===== src/rtl/etdq_pkg.sv =====
// Shared types, codes and default sizes for the event table dispatch queue.
// No dependencies; compiled first.
package etdq_pkg;

  localparam int TABLE_DEPTH_DEF = 64;
  localparam int QUEUE_DEPTH_DEF = 64;
  localparam int ARG_WIDTH_DEF   = 32;

  localparam int REQ_WIDTH       = 4;
  localparam int EVENT_WIDTH     = 7;
  localparam int CFG_WIDTH       = 7;
  localparam int CFG_INDEX_WIDTH = 2;
  localparam int ERR_WIDTH       = 3;

  typedef enum logic [REQ_WIDTH-1:0] {
    REQ_BIND       = 4'd0,
    REQ_UNBIND     = 4'd1,
    REQ_ENABLE     = 4'd2,
    REQ_DISABLE    = 4'd3,
    REQ_QUERY      = 4'd4,
    REQ_TRIGGER    = 4'd5,
    REQ_DISPATCH   = 4'd6,
    REQ_READ_ERROR = 4'd7,
    REQ_Q_ON       = 4'd8,
    REQ_Q_OFF      = 4'd9,
    REQ_Q_CLEAR    = 4'd10
  } req_t;

  typedef enum logic [ERR_WIDTH-1:0] {
    ERR_NONE       = 3'd0,
    ERR_RANGE      = 3'd1,
    ERR_FULL       = 3'd2,
    ERR_DISABLED   = 3'd3,
    ERR_NO_HANDLER = 3'd4
  } err_t;

  typedef enum logic [CFG_INDEX_WIDTH-1:0] {
    CFG_TABLE_SIZE    = 2'd0,
    CFG_QUEUE_SIZE    = 2'd1,
    CFG_HANDLER_BOUND = 2'd2
  } cfg_idx_t;

  typedef enum logic [2:0] {
    TBL_NONE,
    TBL_BIND,
    TBL_UNBIND,
    TBL_ENABLE,
    TBL_DISABLE
  } tbl_op_t;

  // load: request leaves the decode stage this cycle
  typedef struct packed {
    logic    load;
    tbl_op_t op;
    logic    rd_req;
  } tbl_cmd_t;

  typedef struct packed {
    logic push;
    logic pop;
    logic clear;
  } ring_cmd_t;

endpackage


===== src/rtl/etdq_ring.sv =====
// Pending-event ring: slot pointers, fill count and ring memory with a
// registered head read. Depends on etdq_pkg.
module etdq_ring import etdq_pkg::*; #(
  parameter int QUEUE_DEPTH = QUEUE_DEPTH_DEF,
  parameter int DATA_WIDTH  = $clog2(TABLE_DEPTH_DEF),
  localparam int QIW = $clog2(QUEUE_DEPTH),
  localparam int QCW = (CFG_WIDTH > $clog2(QUEUE_DEPTH + 1)) ? CFG_WIDTH
                                                             : $clog2(QUEUE_DEPTH + 1),
  localparam int FCW = $clog2(QUEUE_DEPTH + 1)
) (
  input  logic                  clk,
  input  logic                  rst,
  input  ring_cmd_t             cmd,
  input  logic [DATA_WIDTH-1:0] push_data,
  input  logic [QCW-1:0]        eff_size,
  output logic [DATA_WIDTH-1:0] head,
  output logic [FCW-1:0]        count
);

  logic [DATA_WIDTH-1:0] mem [QUEUE_DEPTH];
  logic [QIW-1:0]        wr_slot, wr_slot_next;
  logic [QIW-1:0]        rd_slot, rd_slot_next;
  logic [FCW-1:0]        count_next;

  // wraps at the configured size; size zero pins the slot at 0
  function automatic logic [QIW-1:0] advance(input logic [QIW-1:0] s,
                                             input logic [QCW-1:0] n);
    logic [QCW-1:0] s1;
    begin
      s1 = QCW'(s) + QCW'(1);
      advance = (s1 >= n) ? '0 : QIW'(s1);
    end
  endfunction

  always_comb begin
    wr_slot_next = wr_slot;
    rd_slot_next = rd_slot;
    count_next   = count;
    if (cmd.clear) begin
      wr_slot_next = '0;
      rd_slot_next = '0;
      count_next   = '0;
    end else begin
      if (cmd.push) begin
        wr_slot_next = advance(wr_slot, eff_size);
        count_next   = count + FCW'(1);
      end
      if (cmd.pop) begin
        rd_slot_next = advance(rd_slot, eff_size);
        count_next   = count - FCW'(1);
      end
    end
  end

  always_ff @(posedge clk) begin
    if (rst) begin
      wr_slot <= '0;
      rd_slot <= '0;
      count   <= '0;
    end else begin
      wr_slot <= wr_slot_next;
      rd_slot <= rd_slot_next;
      count   <= count_next;
    end
  end

  // head always tracks the next read slot; a push into that slot bypasses
  always_ff @(posedge clk) begin
    if (cmd.push) begin
      mem[wr_slot] <= push_data;
    end
    if (cmd.push && wr_slot == rd_slot_next) begin
      head <= push_data;
    end else begin
      head <= mem[rd_slot_next];
    end
  end

endmodule


===== config.mk =====
export PLATFORM = sky130hd
export DESIGN_NAME = etdq_ring
export DESIGN_NICKNAME = d
export VERILOG_FILES = /design/src/rtl/etdq_pkg.sv /design/src/rtl/etdq_ring.sv
export SDC_FILE = /design/constraint.sdc
export NUM_CORES = 1
export LEC_CHECK = 0
export ABC_AREA = 1
export BUFFER_PORTS_ARGS = -buffer_cell sky130_fd_sc_hd__buf_4
export CAP_MARGIN = 20
export CORE_ASPECT_RATIO = 0.8
export CORE_MARGIN = 4
export CORE_UTILIZATION = 46
export DETAILED_ROUTE_END_ITERATION = 8
export HOLD_SLACK_MARGIN = 0.1
export PLACE_DENSITY = 0.64
export SLEW_MARGIN = 20
export SYNTH_ARGS = -nofsm -noshare
export SYNTH_HDL_FRONTEND = slang
export SYNTH_SLANG_ARGS = --single-unit

===== constraint.sdc =====
create_clock -name clk -period 2.7 [get_ports clk]
set_clock_uncertainty 0.05 [all_clocks]
set_input_delay 0.54 -clock clk [delete_from_list [all_inputs] [get_ports clk]]
set_output_delay 0.54 -clock clk [all_outputs]
set_load 0.005 [all_outputs]

==> qor.yml, run 1 <==
status: "finished, violations left"
violations: "setup timing"
finalSetupViolCount: 6
finalSetupTns_ps: -809
synth-main-ff-cell: "edfxtp_1"
wirelength_um: 44800
rsz0062_at_grt: "true"
holdCritPathClass: "primary input to flop"
yosysSeqAreaShare_pct: 69.1
vias_per_cell: 5.54
clk_latency_ps: 540
synth_edf_count: 384
cp_common_cell: "nand2_1"
slew_headroom_pct: 44.0
antenna_found_initial: 0
drive_gt1_share_pct: 13.2
drc: 0
numClockSinks: 409
cp_top_family: "simple AND/OR/NAND/NOR gates"
ios: 31
cp_num_buf_inv: 4
drtAntennaViolNets: 0
timing.final.crit_share_pct: 106
die_width_um: 226
track_usage_pct: 21.6
dieArea_um2: 41000
gp_congestion: 0.828
worstMarginPinSlew_ps: 840
fin_hold_ws_ps: 153
ys_top_cells_by_area: "edfxtp_1, nand2_1, nand3_1"
vias: 12200
dp_slack_ps: 94.4
synth.distinct_cells: 26
critPathMaxFanout: 19
crit_arrival_ps: 2260
grt_pass1_vias: 11700
slowest_stage: "dfxtp_4"
synth_top_area_share_pct: 66.2
async_flop_share_pct: 0
final.setup.worst_slack_ps: -151
clockRootBuffer: "clkbuf_16"
start_kind: "flop"
overflow: 0
tritoncts: "yes"
grt_first_pass_wirelength_um: 68500
leakagePower_nw: 7.78
worst_setup_path_end_kind: "output port"
ys_ff_latch: 409
portBuffers: 30
first_pass_iters: 8
cts_made_buffers: 40
yosys.area.top_type: "edfxtp_1"
min_period_ps: 2850
coreArea_um2: 37200
rows: 63
power.density_nw_per_um2: 662
hold_viol: 0
ctsHoldBuffers: 0
synth.most_common_cell: "nand2_1"
worstPathRequired_ps: 2110
fin_nets: 1733
syn_nets: 1646
fin_util_pct: 55.2
n_antenna_cell: 0
synth_area_um2: 17400
max_cap_violations: 0
cts_buffer_depth: 3
fp.dieH_um: 182
vdd_drop_max_mv: 0.403
synth_common_cells: "nand2_1, edfxtp_1, nand3_1, nor2_1"
maxSlewViolCount: 0
p_total_mw: 13.6
cpPeakStageDelay_ps: 360
syn2layout_area_growth_pct: 17.9
grt_max_degree: 65
dp_hpwl_um: 25200
htree_num_levels: 2
drt_iter0_markers: 1340
clk_pin_slew_worst_paths_ps: 70
yosysWarnings: 0
syn_inst: 1606
max_freq_mhz: 351
path_cells: "buf_12, inv_16, buf_16, nand2_1, nand3_1, nand3_1, nand2_1, nand2_1, nand3_2, nand3_2, nand2_4, buf_4"
routedWlPerCell_um: 20.3
avgSynthCellArea_um2: 10.8
crit_type: "flop to output port"
start_util_pct: 46.8
==> cell usage in the layout, fill, tap and decap left out, types with 2 or more instances in the layout <==
cell         n
clkinv_1    12
o21ai_0     12
clkinv_2     2
nand2_1    522
buf_6        4
ha_1        21
nand4_1     10
o21bai_1     2
buf_4       96
buf_16      13
nand2_2      8
nor2_1     100
nand3_1    313
clkbuf_8     2
clkbuf_16   45
buf_12       9
inv_8        2
inv_2        2
nand3b_1     2
a21o_1       2
inv_1       46
clkbuf_1    10
nand3_4      2
a21oi_1     22
nand3_2     30
edfxtp_1   384
bufinv_16    4
dfxtp_4      2
xor2_1       7
dfxtp_1     22
==> flip-flops by register name, indices dropped and copies added, names as in the netlist, named ones only <==
signal	count
mem	384
count	7
rd_slot	6
wr_slot	6
==> power by group <==
part	internal [mW]	switching (mW)
combinational	0.400	0.738
clock	3.20	2.26
sequential	6.95	0.0207
==> layout make-up <==
type	instances	area, um2
Inverter	52	211
Multi-Input combinational cell	1061	4960
Tap cell	487	609
Timing Repair Buffer	127	1420
Sequential cell	409	12000
Clock buffer	53	1090
Clock inverter	15	164
Timing Repair inverter	2	22.5
Fill cell	3171	16700
==> cells by family (layout without fill, tap and decap cells) <==
group                      after synthesis  count (layout)  share of synthesized area (%)
and+or+nand+nor                        991             991                           24.1
DFF                                    409             409                           69.1
buffers and inverters                  136             249                           3.59
AOI/OAI and AO/OA                       40              40                           1.22
adders and majority gates               22              22                           1.62
xor gates and xnor gates                 8               8                          0.402
==> through the flow <==
stage | std cells | cell area (um2)
2_1_floorplan | 1606 | 17400
3_3_place_gp | 2116 | 18500
3_5_place_dp | 2116 | 18500
4_1_cts | 2202 | 20400
5_1_grt | 2206 | 20500
6_report | 2206 | 20500
==> path summary, 6_finish.rpt <==
path                            cells after the start        from         end  slack [ps]
worst max-delay path                               12        flop     head[4]        -150
worst min register to register                      1    count[0]    count[0]         460
worst min-delay path                                2         rst  rd_slot[1]         150
worst max register to register                     12  rd_slot[0]  rd_slot[5]         300
==> repair_timing <==
action	in CTS	in global routing
gates resized for setup	56	17
gates cloned	10	4
setup buffers	8	1
setup endpoints to repair	6	12
pin swaps	11	13
==> per-layer routing <==
metal,share of wire [%],track usage [%],routed length [um],vias up
li1,-,-,-,5742
met1,44,31.6,19700,5935
met2,45,32.9,20300,477
met3,8.6,4.64,3880,73
met4,2.2,5.85,995,0
met5,0,0,0,-
No activity file was read; power rests on OpenSTA's default activity.
==> run 2: changes to the inputs <==
--- a/config.mk
+++ b/config.mk
@@ -11,9 +11,10 @@
 export CORE_ASPECT_RATIO = 0.8
 export CORE_MARGIN = 4
 export CORE_UTILIZATION = 46
+export CTS_CLUSTER_DIAMETER = 50
 export DETAILED_ROUTE_END_ITERATION = 8
 export HOLD_SLACK_MARGIN = 0.1
-export PLACE_DENSITY = 0.64
+export PLACE_DENSITY_LB_ADDON = 0.2
 export SLEW_MARGIN = 20
 export SYNTH_ARGS = -nofsm -noshare
 export SYNTH_HDL_FRONTEND = slang
==> qor.yml, run 2 (synthesis results as in run 1) <==
status: "finished, violations left"
violations: "setup timing"
first_pass_iters: 5
dieArea_um2: 41000
overflow: 0
combPwrFrac_pct: 8.8
cts_buffer_depth: 3
crit_arrival_ps: 2290
timing.final.crit_share_pct: 106
fp.dieH_um: 182
ios: 31
hold_viol: 0
largest_register: "mem"
p_int_mw: 10.7
vias_per_cell: 5.57
rsz0062_at_grt: "true"
num-fill-cells: 3142
coreArea_um2: 37200
fin_util_pct: 56.5
track_usage_pct: 22.3
power.density_nw_per_um2: 662
holdCritPathClass: "primary input to flop"
start_kind: "flop"
final.setup.worst_slack_ps: -175
clockRootBuffer: "clkbuf_16"
numClockSinks: 409
slew_headroom_pct: 43.6
power.share.clock_pct: 41.1
vias: 12400
cp_top_family: "buffers and inverters"
max_freq_mhz: 348
crit_type: "flop to output port"
rows: 63
seq_power_share_pct: 50.1
drtAntennaViolNets: 0
routedWlPerCell_um: 21.3
min_period_ps: 2880
vdd_drop_max_mv: 0.559
p_sw_share_pct: 22.9
path_cells: "buf_12, clkinv_16, clkbuf_16, clkbuf_16, nand2_2, nand3_2, nand3_2, nand2_2, nand2_2, nand3_2, nand3_2, nand2_4, buf_6"
cpPeakStageDelay_ps: 390
grt_pass1_vias: 11800
p_sw_mw: 3.18
syn2layout_area_growth_pct: 20.7
largestRegisters: "mem x384, count x7"
p_total_mw: 13.9
cts_made_buffers: 41
fin_nets: 1744
worst_setup_path_end_kind: "output port"
final_cell_mix: "nand2_1, edfxtp_1, nand3_1"
drive_gt1_share_pct: 16.9
maxSlewViolCount: 0
slowest_stage: "dfxtp_4"
critPathMaxFanout: 5
start_util_pct: 46.8
cp_common_cell: "nand3_2"
final_common_cell: "nand2_1"
wirelength_um: 47500
worstMarginPinSlew_ps: 846
fin_hold_ws_ps: 159
finalSetupViolCount: 6
finalSetupTns_ps: -854
clk_pin_slew_worst_paths_ps: 60
worstPathRequired_ps: 2110
clk_latency_ps: 540
max_cap_violations: 0
drt_iter0_markers: 1535
n_antenna_cell: 0
grt_max_degree: 65
tritoncts: "yes"
die_width_um: 226
antenna_found_initial: 0
cp_num_buf_inv: 5
portBuffers: 30
drc: 0
gp_congestion: 0.866
leakagePower_nw: 8.00
grt_first_pass_wirelength_um: 70500
htree_num_levels: 2
dp_hpwl_um: 26300
largest_reg_flops: 384
run 2: per-stage QoR:
step           cells  instance area [um2]  setup WS (ps)
2_1_floorplan   1606                17400            518
3_3_place_gp    2119                18600            197
3_5_place_dp    2119                18600            155
4_1_cts         2211                20400           -191
5_1_grt         2224                21000           -269
6_report        2224                21000           -175
run 2: power by group through the flow:
stage | Clock, mW | Combinational (mW) | Sequential (mW)
floorplan | 0 | 0.554 | 7.10
global placement | 0 | 0.934 | 7.11
detailed placement | 0 | 0.945 | 7.11
CTS | 5.81 | 1.08 | 6.97
global route | 6.06 | 1.33 | 6.98
finish | 5.71 | 1.23 | 6.98
run 2: repair_timing:
action	in CTS	in global routing
gates resized for setup	31	93
setup buffers	8	1
pin swaps	1	41
hold buffers	0	0
endpoints found under the setup margin	6	12
cloned	8	12
run 2: worst register-to-register path: cells and delay by family, from the launching register on:
| kind | cells | cell delay [ps] |
|---|---|---|
| simple gates | 5 | 580 |
| fa+ha+maj | 2 | 510 |
| flops | 1 | 410 |
| compound gates | 2 | 360 |
| xor+xnor | 1 | 190 |
| buf+inv | 2 | 190 |
run 2: layout make-up:
class / instances / area (um2) / share of cell area [%]
Clock buffer: 53 / 1120 / 5.35
Timing Repair inverter: 2 / 27.5 / 0.131
Clock inverter: 23 / 223 / 1.06
Tap cell: 487 / 609 / 2.90
Sequential cell: 409 / 12000 / 57.3
Timing Repair Buffer: 137 / 1610 / 7.66
Inverter: 52 / 221 / 1.05
Multi-Input combinational cell: 1061 / 5160 / 24.6
run 2: path summary, 6_finish.rpt:
| kind | start | to | slack, ps | depth (start not counted) |
|---|---|---|---|---|
| worst max-delay path | flop | head[1] | -180 | 13 |
| worst min-delay path | rst | rd_slot[4] | 160 | 2 |
| worst max register to register | rd_slot[0] | flop | 340 | 12 |
| worst min register to register | count[0] | count[0] | 450 | 1 |
run 2: per-layer routing:
| layer | share of wire [%] | GRT usage [%] | vias to the layer above |
|---|---|---|---|
| met1 | 45 | 34.1 | 6008 |
| li1 | - | - | 5777 |
| met4 | 2.1 | 5.88 | 0 |
| met3 | 8.7 | 3.73 | 71 |
| met2 | 44 | 33.2 | 524 |
| met5 | 0 | 0 | - |
